$ cat config.mk
export PLATFORM = sky130hd
export DESIGN_NAME = utf8_to_utf16_decoder
export DESIGN_NICKNAME = d
export VERILOG_FILES = /design/src/hw/rtl/u8u16_pkg.sv /design/src/hw/rtl/u8u16_step.sv /design/src/hw/rtl/utf8_to_utf16_decoder.sv
export VERILOG_INCLUDE_DIRS = /design/src /design/src/hw/rtl
export SDC_FILE = /design/constraint.sdc
export NUM_CORES = 1
export LEC_CHECK = 0
export BUFFER_PORTS_ARGS = -buffer_cell sky130_fd_sc_hd__buf_2
export CORE_MARGIN = 1
export CORE_UTILIZATION = 45
export DETAILED_ROUTE_END_ITERATION = 8
export PLACE_DENSITY = 0.69
export SLEW_MARGIN = 0
export SYNTH_ARGS = -nofsm -noshare
export SYNTH_HDL_FRONTEND = slang
export SYNTH_SLANG_ARGS = --single-unit
$ cat constraint.sdc
create_clock -name clk_i -period 3 [get_ports clk_i]
set_input_delay 0.15 -clock clk_i [delete_from_list [all_inputs] [get_ports clk_i]]
set_output_delay 0.15 -clock clk_i [all_outputs]
set_load 0.02 [all_outputs]
$ cat src/hw/rtl/utf8_to_utf16_decoder_assert.svh
// Assertion helpers for the UTF-8 decoder.
`ifndef UTF8_TO_UTF16_DECODER_ASSERT_SVH
`define UTF8_TO_UTF16_DECODER_ASSERT_SVH

// Same-cycle implication, sampled on clk_i, off during reset.
`define U8U16_ASSERT_IMP(label, ante, cons, msg) \
  label: assert property (@(posedge clk_i) disable iff (!rst_ni) (ante) |-> (cons)) \
    else $error(msg);

// Next-cycle implication, sampled on clk_i, off during reset.
`define U8U16_ASSERT_NXT(label, ante, cons, msg) \
  label: assert property (@(posedge clk_i) disable iff (!rst_ni) (ante) |=> (cons)) \
    else $error(msg);

`endif

$ cat src/hw/rtl/u8u16_pkg.sv
package u8u16_pkg;

  localparam int unsigned ByteW = 8;
  localparam int unsigned CuW   = 16;
  localparam int unsigned PendW = 3;

  localparam logic [ByteW-1:0] AsciiMask = 8'h80;
  localparam logic [ByteW-1:0] ContMask  = 8'hc0;
  localparam logic [ByteW-1:0] ContTag   = 8'h80;
  localparam logic [ByteW-1:0] PayMask   = 8'h3f;
  localparam logic [ByteW-1:0] FullMask  = 8'hff;

  // Result of one decode step.
  typedef struct packed {
    logic           emit;
    logic [CuW-1:0] code_unit;
    logic           has_char;
    logic           decode_error;
    logic           string_end;
  } step_res_t;

  // Continuation bytes announced by a lead byte (leading ones minus one; zero for a byte with no leading one).
  function automatic logic [PendW-1:0] lead_pending(input logic [ByteW-1:0] b);
    logic [PendW-1:0] n;
    priority casez (b)
      8'b11111111: n = 3'd7;
      8'b11111110: n = 3'd6;
      8'b1111110?: n = 3'd5;
      8'b111110??: n = 3'd4;
      8'b11110???: n = 3'd3;
      8'b1110????: n = 3'd2;
      8'b110?????: n = 3'd1;
      default:     n = 3'd0;
    endcase
    return n;
  endfunction

  // Payload bits of a lead byte: everything below the first zero after the ones.
  function automatic logic [ByteW-1:0] lead_payload(input logic [ByteW-1:0] b);
    logic [ByteW-1:0] keep;
    priority casez (b)
      8'b1111111?: keep = 8'h00;
      8'b1111110?: keep = 8'h01;
      8'b111110??: keep = 8'h03;
      8'b11110???: keep = 8'h07;
      8'b1110????: keep = 8'h0f;
      8'b110?????: keep = 8'h1f;
      8'b10??????: keep = PayMask;
      default:     keep = FullMask;
    endcase
    return b & keep;
  endfunction

endpackage

$ cat src/hw/rtl/u8u16_step.sv
// One decode step: current state plus one byte in, next state and result out.
module u8u16_step #(
  parameter int unsigned UNIT_WIDTH = 16
) (
  input  logic [u8u16_pkg::PendW-1:0] pend_i,
  input  logic [UNIT_WIDTH-1:0]       part_i,
  input  logic                        halt_i,
  input  logic [u8u16_pkg::ByteW-1:0] byte_i,
  input  logic                        last_i,
  output logic [u8u16_pkg::PendW-1:0] pend_o,
  output logic [UNIT_WIDTH-1:0]       part_o,
  output logic                        halt_o,
  output u8u16_pkg::step_res_t        res_o
);

  logic [u8u16_pkg::PendW-1:0] pend_dec;
  logic [UNIT_WIDTH-1:0]       part_shift;
  logic                        is_ascii;
  logic                        is_cont;
  logic                        has_char;
  logic                        err;
  logic [u8u16_pkg::CuW-1:0]   unit;
  logic [u8u16_pkg::PendW-1:0] pend_nx;
  logic [UNIT_WIDTH-1:0]       part_nx;
  logic                        halt_nx;

  assign is_ascii   = (byte_i & u8u16_pkg::AsciiMask) == '0;
  assign is_cont    = (byte_i & u8u16_pkg::ContMask) == u8u16_pkg::ContTag;
  assign pend_dec   = pend_i - u8u16_pkg::PendW'(1);
  assign part_shift = {part_i[UNIT_WIDTH-7:0], byte_i[5:0]};

  always_comb begin
    has_char = 1'b0;
    err      = 1'b0;
    unit     = '0;
    pend_nx  = pend_i;
    part_nx  = part_i;
    halt_nx  = halt_i;
    if (!halt_i) begin
      if (is_ascii) begin
        // ASCII passes through even mid-sequence; sequence state is kept
        has_char = 1'b1;
        unit     = {{(u8u16_pkg::CuW-u8u16_pkg::ByteW){1'b0}}, byte_i};
      end else if (pend_i == '0) begin
        pend_nx = u8u16_pkg::lead_pending(byte_i);
        part_nx = {{(UNIT_WIDTH-u8u16_pkg::ByteW){1'b0}}, u8u16_pkg::lead_payload(byte_i)};
      end else begin
        pend_nx = pend_dec;
        if (!is_cont) begin
          err     = 1'b1;
          halt_nx = 1'b1;
        end else if (pend_dec == '0) begin
          has_char = 1'b1;
          unit     = part_shift[u8u16_pkg::CuW-1:0];
          part_nx  = '0;
        end else begin
          part_nx = part_shift;
        end
      end
    end
    if (last_i) begin
      pend_nx = '0;
      part_nx = '0;
      halt_nx = 1'b0;
    end
  end

  assign pend_o = pend_nx;
  assign part_o = part_nx;
  assign halt_o = halt_nx;

  assign res_o.emit         = has_char | err | last_i;
  assign res_o.code_unit    = unit;
  assign res_o.has_char     = has_char;
  assign res_o.decode_error = err;
  assign res_o.string_end   = last_i;

endmodule

$ cat src/hw/rtl/utf8_to_utf16_decoder.sv
// Streaming UTF-8 decoder producing 16-bit code units. One byte word enters per
// clock on the slave side while the master side does not stall, tlast marking the
// final byte of a string; a result word leaves on the master side when a character
// completes (tuser[0]), when a bad continuation byte is seen (tuser[1], after which
// the rest of the string is skipped), or on the last byte (tlast). Other bytes
// inside a sequence produce no word. Sustained rate is one byte per clock when
// the master side does not stall. The accepting edge loads the input register; the
// decode logic feeds the result register, which loads when the held byte steps
// (two register stages). Throughput is limited only by master-side backpressure:
// the byte register holds while a result waits and the result register is full.
// An unfinished sequence at the end of a string is dropped silently. UNIT_WIDTH
// sets how many bits of a long sequence are kept; code units are always the low
// 16 bits.
`include "utf8_to_utf16_decoder_assert.svh"

module utf8_to_utf16_decoder #(
  parameter int unsigned UNIT_WIDTH = 16
) (
  input  logic                      clk_i,
  input  logic                      rst_ni,
  input  logic                      s_axis_tvalid_i,
  output logic                      s_axis_tready_o,
  input  logic [7:0]                s_axis_tdata_i,   // [7:0] data_byte
  input  logic                      s_axis_tlast_i,   // last_byte
  output logic                      m_axis_tvalid_o,
  input  logic                      m_axis_tready_i,
  output logic [15:0]               m_axis_tdata_o,   // [15:0] code_unit
  output logic [1:0]                m_axis_tuser_o,   // [0] has_char, [1] decode_error
  output logic                      m_axis_tlast_o    // string_end
);

  // input byte register
  logic                        in_vld_q;
  logic [u8u16_pkg::ByteW-1:0] in_byte_q;
  logic                        in_last_q;

  // decode state
  logic [u8u16_pkg::PendW-1:0] pend_q, pend_d;
  logic [UNIT_WIDTH-1:0]       part_q, part_d;
  logic                        halt_q, halt_d;

  // result register
  logic                        out_vld_q;
  u8u16_pkg::step_res_t        out_q;
  u8u16_pkg::step_res_t        res;

  logic adv;
  logic s_acc;

  u8u16_step #(
    .UNIT_WIDTH (UNIT_WIDTH)
  ) u_step (
    .pend_i (pend_q),
    .part_i (part_q),
    .halt_i (halt_q),
    .byte_i (in_byte_q),
    .last_i (in_last_q),
    .pend_o (pend_d),
    .part_o (part_d),
    .halt_o (halt_d),
    .res_o  (res)
  );

  // Held word steps when it yields nothing or the result slot is free / draining.
  assign adv   = in_vld_q & (~res.emit | ~out_vld_q | m_axis_tready_i);
  assign s_axis_tready_o = ~in_vld_q | adv;
  assign s_acc = s_axis_tvalid_i & s_axis_tready_o;

  always_ff @(posedge clk_i or negedge rst_ni) begin
    if (!rst_ni) begin
      in_vld_q  <= 1'b0;
      pend_q    <= '0;
      part_q    <= '0;
      halt_q    <= 1'b0;
      out_vld_q <= 1'b0;
    end else begin
      if (s_acc) begin
        in_vld_q <= 1'b1;
      end else if (adv) begin
        in_vld_q <= 1'b0;
      end
      if (adv) begin
        pend_q <= pend_d;
        part_q <= part_d;
        halt_q <= halt_d;
      end
      if (adv && res.emit) begin
        out_vld_q <= 1'b1;
      end else if (m_axis_tready_i) begin
        out_vld_q <= 1'b0;
      end
    end
  end

  // payload registers, no reset
  always_ff @(posedge clk_i) begin
    if (s_acc) begin
      in_byte_q <= s_axis_tdata_i;
      in_last_q <= s_axis_tlast_i;
    end
    if (adv && res.emit) begin
      out_q <= res;
    end
  end

  assign m_axis_tvalid_o = out_vld_q;
  assign m_axis_tdata_o  = out_q.code_unit;
  assign m_axis_tuser_o  = {out_q.decode_error, out_q.has_char};
  assign m_axis_tlast_o  = out_q.string_end;

  // No character is produced while the string is halted by an error.
  `U8U16_ASSERT_IMP(a_halt_silent, adv && halt_q, !res.has_char && !res.decode_error, "char or error while halted")
  // A processed last byte leaves the decoder clean.
  `U8U16_ASSERT_NXT(a_last_clears, adv && in_last_q, pend_q == '0 && part_q == '0 && !halt_q, "state not cleared after last byte")
  // A waiting result is never dropped.
  `U8U16_ASSERT_NXT(a_out_hold, out_vld_q && !m_axis_tready_i, out_vld_q && $stable(out_q), "stalled result lost or changed")

endmodule
==> impl_results.md, run 1 <==
- Initial DRC Count: 92
- Met3 Use GR: 5.31%
- Cell family with most CP delay: simple AND/OR/NAND/NOR gates
- Yosys warns: 0
- Vias: 1280
- Syn Nets: 167
- Yosys top cell area share: 44.5%
- Worst EP arrival: 2.69 ns
- Clk sink count: 44
- Post-synthesis adder-cell area fraction: 1.99%
- Post-place setup slack: 0.517 ns
- Mux contribution to synthesized area: 0%
- Maximum vdd drop: 406 µV
- PwrDens: 824 mW/mm²
- Post-synth ARST share: 36.4%
- Stages on worst setup path: 7
- Clk_skew: 0.00333 ns
- Type of origin of the critical path: flip-flop
- Via/cell ratio: 5.33
- Gr busiest metal: met2
- Ys flop type: edfxtp_1
- Num rows: 23
- Clk slew on worst S/H paths: 0.08 ns
- Core area: 0.00403 mm²
- Unrepaired setup endpoints after global routing: false
- Worst setup margin: 0.488 ns
- Hold Path End: in_byte_q[4]$_DFFE_PP_
- Count leader, synth: edfxtp_1
- Final Max Slew Viols: 0
- Synthesized area: 0.00189 mm²
- Diode count: 0
- Share of post-route cells with drive strength above 1: 24.2%
- Total power: 1.85 mW
- Final setup TNS: 0 ns
- Post-synth cell types: 36
- PortBufs: 33
- Initial antenna violation count: 0
- CTS tree: done
- Worst Path Required: 3.18 ns
- Post-synth top area cell: edfxtp_1
- Crit Path Class: flip-flop to flip-flop
- ANT nets after route: 0
- CP peak stage delay: 0.53 ns
- Reg2reg start: pend_q[0]$_DFFE_PN0P_
- First-pass GRT wire length: 5700 µm
- Routability congestion estimate: 0.869
- Number of setup buffers added after CTS: 0
- Worst path cell trace: inv_1 -> ha_1 -> nand2b_2 -> and4_4 -> o41a_1 -> or3_1 -> a22o_1
- Avg Cell Area, Syn: 12.5 µm²
- Routed wire length: 3440 µm
- Most frequent cells after synthesis: edfxtp_1 (28), dfrtp_1 (16), and2_1 (11), o21ai_0 (11), nand2_1 (9)
- Leak Pwr: 0.916 nW
- Minimum clock period: 2.51 ns
- Root buffer cell: clkbuf_8
- Largest family of logic cells by synthesized area: simple AND/OR/NAND/NOR gates
- M1 GR Usage: 23.8%
- Largest net degree at the start of global routing: 20
- Vias in the first global route: 1219
- CP Max Fanout: 14
- Worst hold start: s_axis_tdata_i[4]
- EDFF count, synth: 28
- Drt first pass iters: 4
- Synth Area in Compound Gates: 13.4%
- Residual DRC: 0
- H-tree Lvls: 2
- Final-report setup violation count: 0
- Cell count after synthesis: 151
- Xor/xnor share of the synthesized area: 0.463%
- Slowest CP cell: or3_1
- # IOs: 34
- Top area cells in the synthesized netlist: edfxtp_1 (44%), dfrtp_1 (21%), and2_1 (3.6%), o2bb2ai_1 (3.2%), o21ai_0 (2.9%)
- Chip Height: 66.8 µm
- Final Hold Vio Count: 0
- Grt met2 use: 27.1%
- Tcrit/Tclk final: 83.7%
- Full die area: 0.00446 mm²
- Clk buf depth: 2
- Synth-to-Final Area Change: 19.1%
- Worst-skew pair later-pin latency: 0.29 ns
- Hold Crit Depth: 1
- FF-to-FF path depth: 7
- Max Cap Viol: 0
- Chip width: 66.8 µm
- CTS buffer count: 5
- Initial Util: 46.9%
- Placed wire-length estimate: 2450 µm
- Slew HR: 56.5%
- Outcome: finished, final reports clean
- CP endpoint kind: flip-flop
- Simple-gate share of the synthesized area: 16.5%
- GRT Overall Usage: 17.9%
- CP Buf/Inv Count: 1
- Overflow after GRT: 0
- Peak Freq: 398 MHz
- Hold crit path type: input port to flip-flop
- Final #Nets: 205
- DR WL/cell: 14.3 µm
- Slew @ Worst Pin: 0.644 ns
- Setup slack, reg-to-reg: 0.49 ns
- FF+latch count, synth: 44
- Crit Reg-Reg Endpoint: part_q[7]$_DFFE_PN0P_
- Sequential fraction of the synthesis area: 65.7%
-- stage by stage --
step,hold WS (ns),cell area [µm²],util (%),cells
after global placement,0.0737,2110,52.5,231
after CTS,0.0240,2250,55.9,240
final,0.0317,2250,55.9,240
after floorplan,-0.146,1900,-,151
after detailed placement,0.0894,2110,52.5,231
after global routing,0.0206,2250,55.9,240
-- worst max-delay path by stage --
| stage | start | endpoint | slack (ns) |
|---|---|---|---|
| detailed placement | pend_q[0]$_DFFE_PN0P_ | part_q[7]$_DFFE_PN0P_ | 0.52 |
| finish | pend_q[0]$_DFFE_PN0P_ | part_q[7]$_DFFE_PN0P_ | 0.49 |
| CTS | pend_q[0]$_DFFE_PN0P_ | part_q[7]$_DFFE_PN0P_ | 0.50 |
| floorplan | pend_q[0]$_DFFE_PN0P_ | m_axis_tdata_o[0]$_SDFFCE_PP0P_ | 0.52 |
| global route | pend_q[0]$_DFFE_PN0P_ | part_q[7]$_DFFE_PN0P_ | 0.32 |
| global placement | pend_q[0]$_DFFE_PN0P_ | part_q[8]$_DFFE_PN0P_ | 0.61 |
-- sequential cells by signal (all words and copies together) (netlist names) --
signal           cells
halt_q               1
in_byte_q            8
in_last_q            1
in_vld_q             1
m_axis_tdata_o      16
m_axis_tlast_o       1
m_axis_tuser_o       2
m_axis_tvalid_o      1
part_q              10
pend_q               3
-- cells in the final DEF, fill, tap and decap left out, types with 2 or more instances in the layout --
cell       instances
o21ai_1            2
nand3_1            4
nand4_1            2
a22o_1             3
inv_1              5
or3_1              2
nor2_1             7
a21oi_1            7
nand2_1            9
dfrtp_1           16
a31oi_1            2
edfxtp_1          28
o21ai_0           11
ha_1               3
and2_1            11
clkbuf_8           7
nand2b_1           3
buf_2             33
nor2b_1            8
o2bb2ai_1          7
-- kinds of logic (layout without fill, tap and decap cells) --
| kind of cell | after synthesis | after routing |
|---|---|---|
| DFF | 44 | 44 |
| and+or+nand+nor | 55 | 55 |
| adders and majority gates | 3 | 3 |
| xor gates and xnor gates | 1 | 1 |
| buffers and inverters | 10 | 49 |
| AOI/OAI and AO/OA | 38 | 38 |
-- worst reg2reg max path, stage by stage (launching register included) --
cell and delay [ns]:
dfrtp_1 0.41, inv_1 0.10, ha_1 0.23, nand2b_2 0.13
and4_4 0.26, o41a_1 0.47, or3_1 0.53, a22o_1 0.28
-- layout make-up --
| class | instances | area (µm²) |
|---|---|---|
| multi-input combinational | 97 | 616 |
| fill | 363 | 1780 |
| clock buffer | 7 | 96.3 |
| timing repair buffer | 35 | 183 |
| sequential | 44 | 1240 |
| clock inverter | 1 | 30.0 |
| inverter | 6 | 22.5 |
| tap | 50 | 62.6 |
-- power by group --
part | total [mW] | leakage (nW) | switching [mW] | internal [mW]
sequential | 0.847 | 0.485 | 0.0716 | 0.776
combinational | 0.525 | 0.366 | 0.336 | 0.190
clock | 0.482 | 0.0645 | 0.189 | 0.294
total | 1.85 | 0.916 | 0.596 | 1.26
-- timing repair --
action / in CTS / in global routing
hold endpoints to repair: 16 / 0
hold buffers: 1 / 0
resized for setup: 0 / 0
-- routing by layer --
metal	share of wire [%]	wire (µm)	vias to the layer above
met5	0	0	-
met4	1.9	64	0
met3	4.9	169	7
met2	47	1610	40
met1	46	1590	600
li1	-	-	633
Note: power is estimated with default switching activity, not from simulation.
==> inputs of run 2 (changes only) <==
clock period = 2.06 ns   (was 3 ns; I/O delays follow)
==> run 2 against run 1 <==
- the run now ends with setup timing left
- first-iteration DRC count increased by 22%
- critical path depth unchanged
- sequential power increased by 45%
- worst setup slack got worse by 0.62 ns
- non-clock buffer count increased by 35
- register-to-register slack got worse by 0.62 ns
- largest power group is now combinational logic
- die area unchanged
- largest cell class unchanged
- via count increased by 20%
- routed wire length increased by 37%
- global-route usage increased by 4.5 points
==> impl_results.md, run 2 (synthesized netlist as in run 1, its figures left out) <==
- Outcome: finished, violations left
- Failing checks: setup timing
- Final #Nets: 241 (+18%)
- Synth-to-Final Area Change: 43.1%
- Chip Height: 66.8 µm (unchanged)
- Num rows: 23 (unchanged)
- GRT Overall Usage: 22.4% (+4.5 points)
- Final Max Slew Viols: 0 (unchanged)
- PwrDens: 1210 mW/mm² (+47%)
- Worst EP arrival: 2.39 ns (-0.30 ns)
- CP Max Fanout: 10 (-4)
- Cells after DPL: 248 (+7.4%)
- Diode count: 0 (unchanged)
- Drt first pass iters: 4 (unchanged)
- CTS buffer count: 5 (unchanged)
- Max Cap Viol: 0 (unchanged)
- Root buffer cell: clkbuf_8
- Initial DRC Count: 112 (+22%)
- Residual DRC: 0 (unchanged)
- Clk_skew: 0.00895 ns (+0.00562 ns)
- Slew @ Worst Pin: 0.446 ns (-0.198 ns)
- DR WL/cell: 17.1 µm (+19%)
- Full die area: 0.00446 mm² (unchanged)
- Largest net degree at the start of global routing: 17 (-15%)
- Core area: 0.00403 mm² (unchanged)
- Clk buf depth: 2 (unchanged)
- Tcrit/Tclk final: 107% (+23 points)
- # IOs: 34 (unchanged)
- Worst-skew pair later-pin latency: 0.31 ns (+0.02 ns)
- Initial antenna violation count: 0 (unchanged)
- Crit Path Class: flip-flop to flip-flop
- Overflow after GRT: 0 (unchanged)
- ANT nets after route: 0 (unchanged)
- Maximum vdd drop: 775 µV (+91%)
- Hold crit path type: input port to flip-flop
- Leak Pwr: 1.13 nW (+23%)
- Peak Freq: 455 MHz (+14%)
- Final Hold Vio Count: 0 (unchanged)
- Most frequent cells in the layout: buf_2 (32), edfxtp_1 (28), buf_4 (22), dfrtp_1 (16), o21ai_0 (11)
- Chip width: 66.8 µm (unchanged)
- Clk sink count: 44 (unchanged)
- Placed wire-length estimate: 2910 µm (+19%)
- CTS tree: done
- H-tree Lvls: 2 (unchanged)
- Number of flip-flops in the largest register: 16 (unchanged)
- Type of origin of the critical path: flip-flop
- Clk slew on worst S/H paths: 0.09 ns (about the same)
- Routability congestion estimate: 0.944 (+8.7%)
- Via/cell ratio: 5.55 (+4.0%)
- Minimum clock period: 2.20 ns (-0.316 ns)
- CP endpoint kind: flip-flop
- Most common cell after layout, fill and taps aside: buf_2
- Final-report setup violation count: 39 (+39)
- PortBufs: 33 (unchanged)
- Routed wire length: 4720 µm (+37%)
- Post-place setup slack: -0.203 ns (-0.720 ns)
- Slew HR: 70.2% (+14 points)
- Unrepaired setup endpoints after global routing: true
- Vias: 1531 (+20%)
- Initial Util: 46.9% (unchanged)
- Vias in the first global route: 1446 (+19%)
- Share of post-route cells with drive strength above 1: 38.9% (+15 points)
- First-pass GRT wire length: 7090 µm (+24%)
- Non-Filler Instances: 276 (+15%)
- Worst setup margin: -0.136 ns (-0.624 ns)
- Worst Path Required: 2.25 ns (-0.93 ns)
[run 2: cell count changes in the layout (fill, tap and decap cells not counted), moves of 2 or more]
cell and change:
buf_4 +21, dlygate4sd3_1 +9, ha_1 -3, and2_4 +2, buf_6 +2, clkbuf_8 -2, ha_4 +2, inv_1 -2
inv_2 +2, nor3_4 +2
[run 2: final timing paths]
path	startpoint	endpoint	slack (ns)	cells after the start
max reg2reg	pend_q[0]$_DFFE_PN0P_	part_q[8]$_DFFE_PN0P_	-0.14	7
max in group asynchronous	rst_ni	halt_q$_DFFE_PN0P_	1.54	2
min reg2reg	part_q[5]$_DFFE_PN0P_	part_q[5]$_DFFE_PN0P_	0.49	1
min in group asynchronous	rst_ni	pend_q[1]$_DFFE_PN0P_	0.24	2
min	s_axis_tvalid_i	in_vld_q$_DFFE_PN0P_	0.04	2
max	pend_q[0]$_DFFE_PN0P_	part_q[8]$_DFFE_PN0P_	-0.14	7
[run 2: repair_timing]
| action | in CTS | in global routing |
|---|---|---|
| setup endpoints to repair | 40 | 41 |
| buffers inserted | 3 | 5 |
| pin swaps | 2 | 1 |
| endpoints found under the hold margin | 25 | 0 |
| hold buffers | 10 | 0 |
| cloned | 2 | 1 |
| resized for setup | 17 | 5 |
[run 2: report_power, final]
group / internal [mW] / total (mW) / leakage, nW / switching [mW]
clock network: 0.359 / 0.670 / 0.0541 / 0.311
logic: 0.659 / 1.37 / 0.588 / 0.714
registers: 1.13 / 1.23 / 0.485 / 0.101
[run 2: worst max-delay path: stages, from the launching register on]
cell and delay [ns]:
dfrtp_1 0.38, inv_2 0.08, ha_4 0.17, xnor2_2 0.14, and4_4 0.17, o41a_1 0.45
or3_4 0.45, a22o_1 0.24
[run 2: final cells by class]
class	count	area [µm²]
fillers	299	1320
flip-flops and latches	44	1240
multi-input cells	98	732
repair buffers	70	536
clock buffers	5	68.8
well taps	50	62.6
clock inverters	3	42.5
inverters	6	22.5
[run 2: stage by stage]
step                hold slack, ns  instance area (µm²)  util, %  power, mW  setup TNS [ns]
finish                      0.0412                 2710     67.1       3.27           -2.95
global route                0.0359                 2710     67.1       3.42           -5.01
CTS                         0.0408                 2630     65.3       3.13          -0.340
detailed placement          0.0397                 2290     56.9       2.30           -4.03
global placement            0.0318                 2290     56.9       2.24           -1.11
floorplan                   -0.193                 1940        -       1.87           -3.74
[run 2: metal layers]
| layer | GRT usage [%] | vias up | routed length, µm |
|---|---|---|---|
| met5 | 0 | - | 0 |
| met4 | 12.0 | 0 | 141 |
| met3 | 6.85 | 16 | 220 |
| met2 | 36.7 | 54 | 2460 |
| met1 | 26.0 | 748 | 1900 |
| li1 | - | 713 | - |
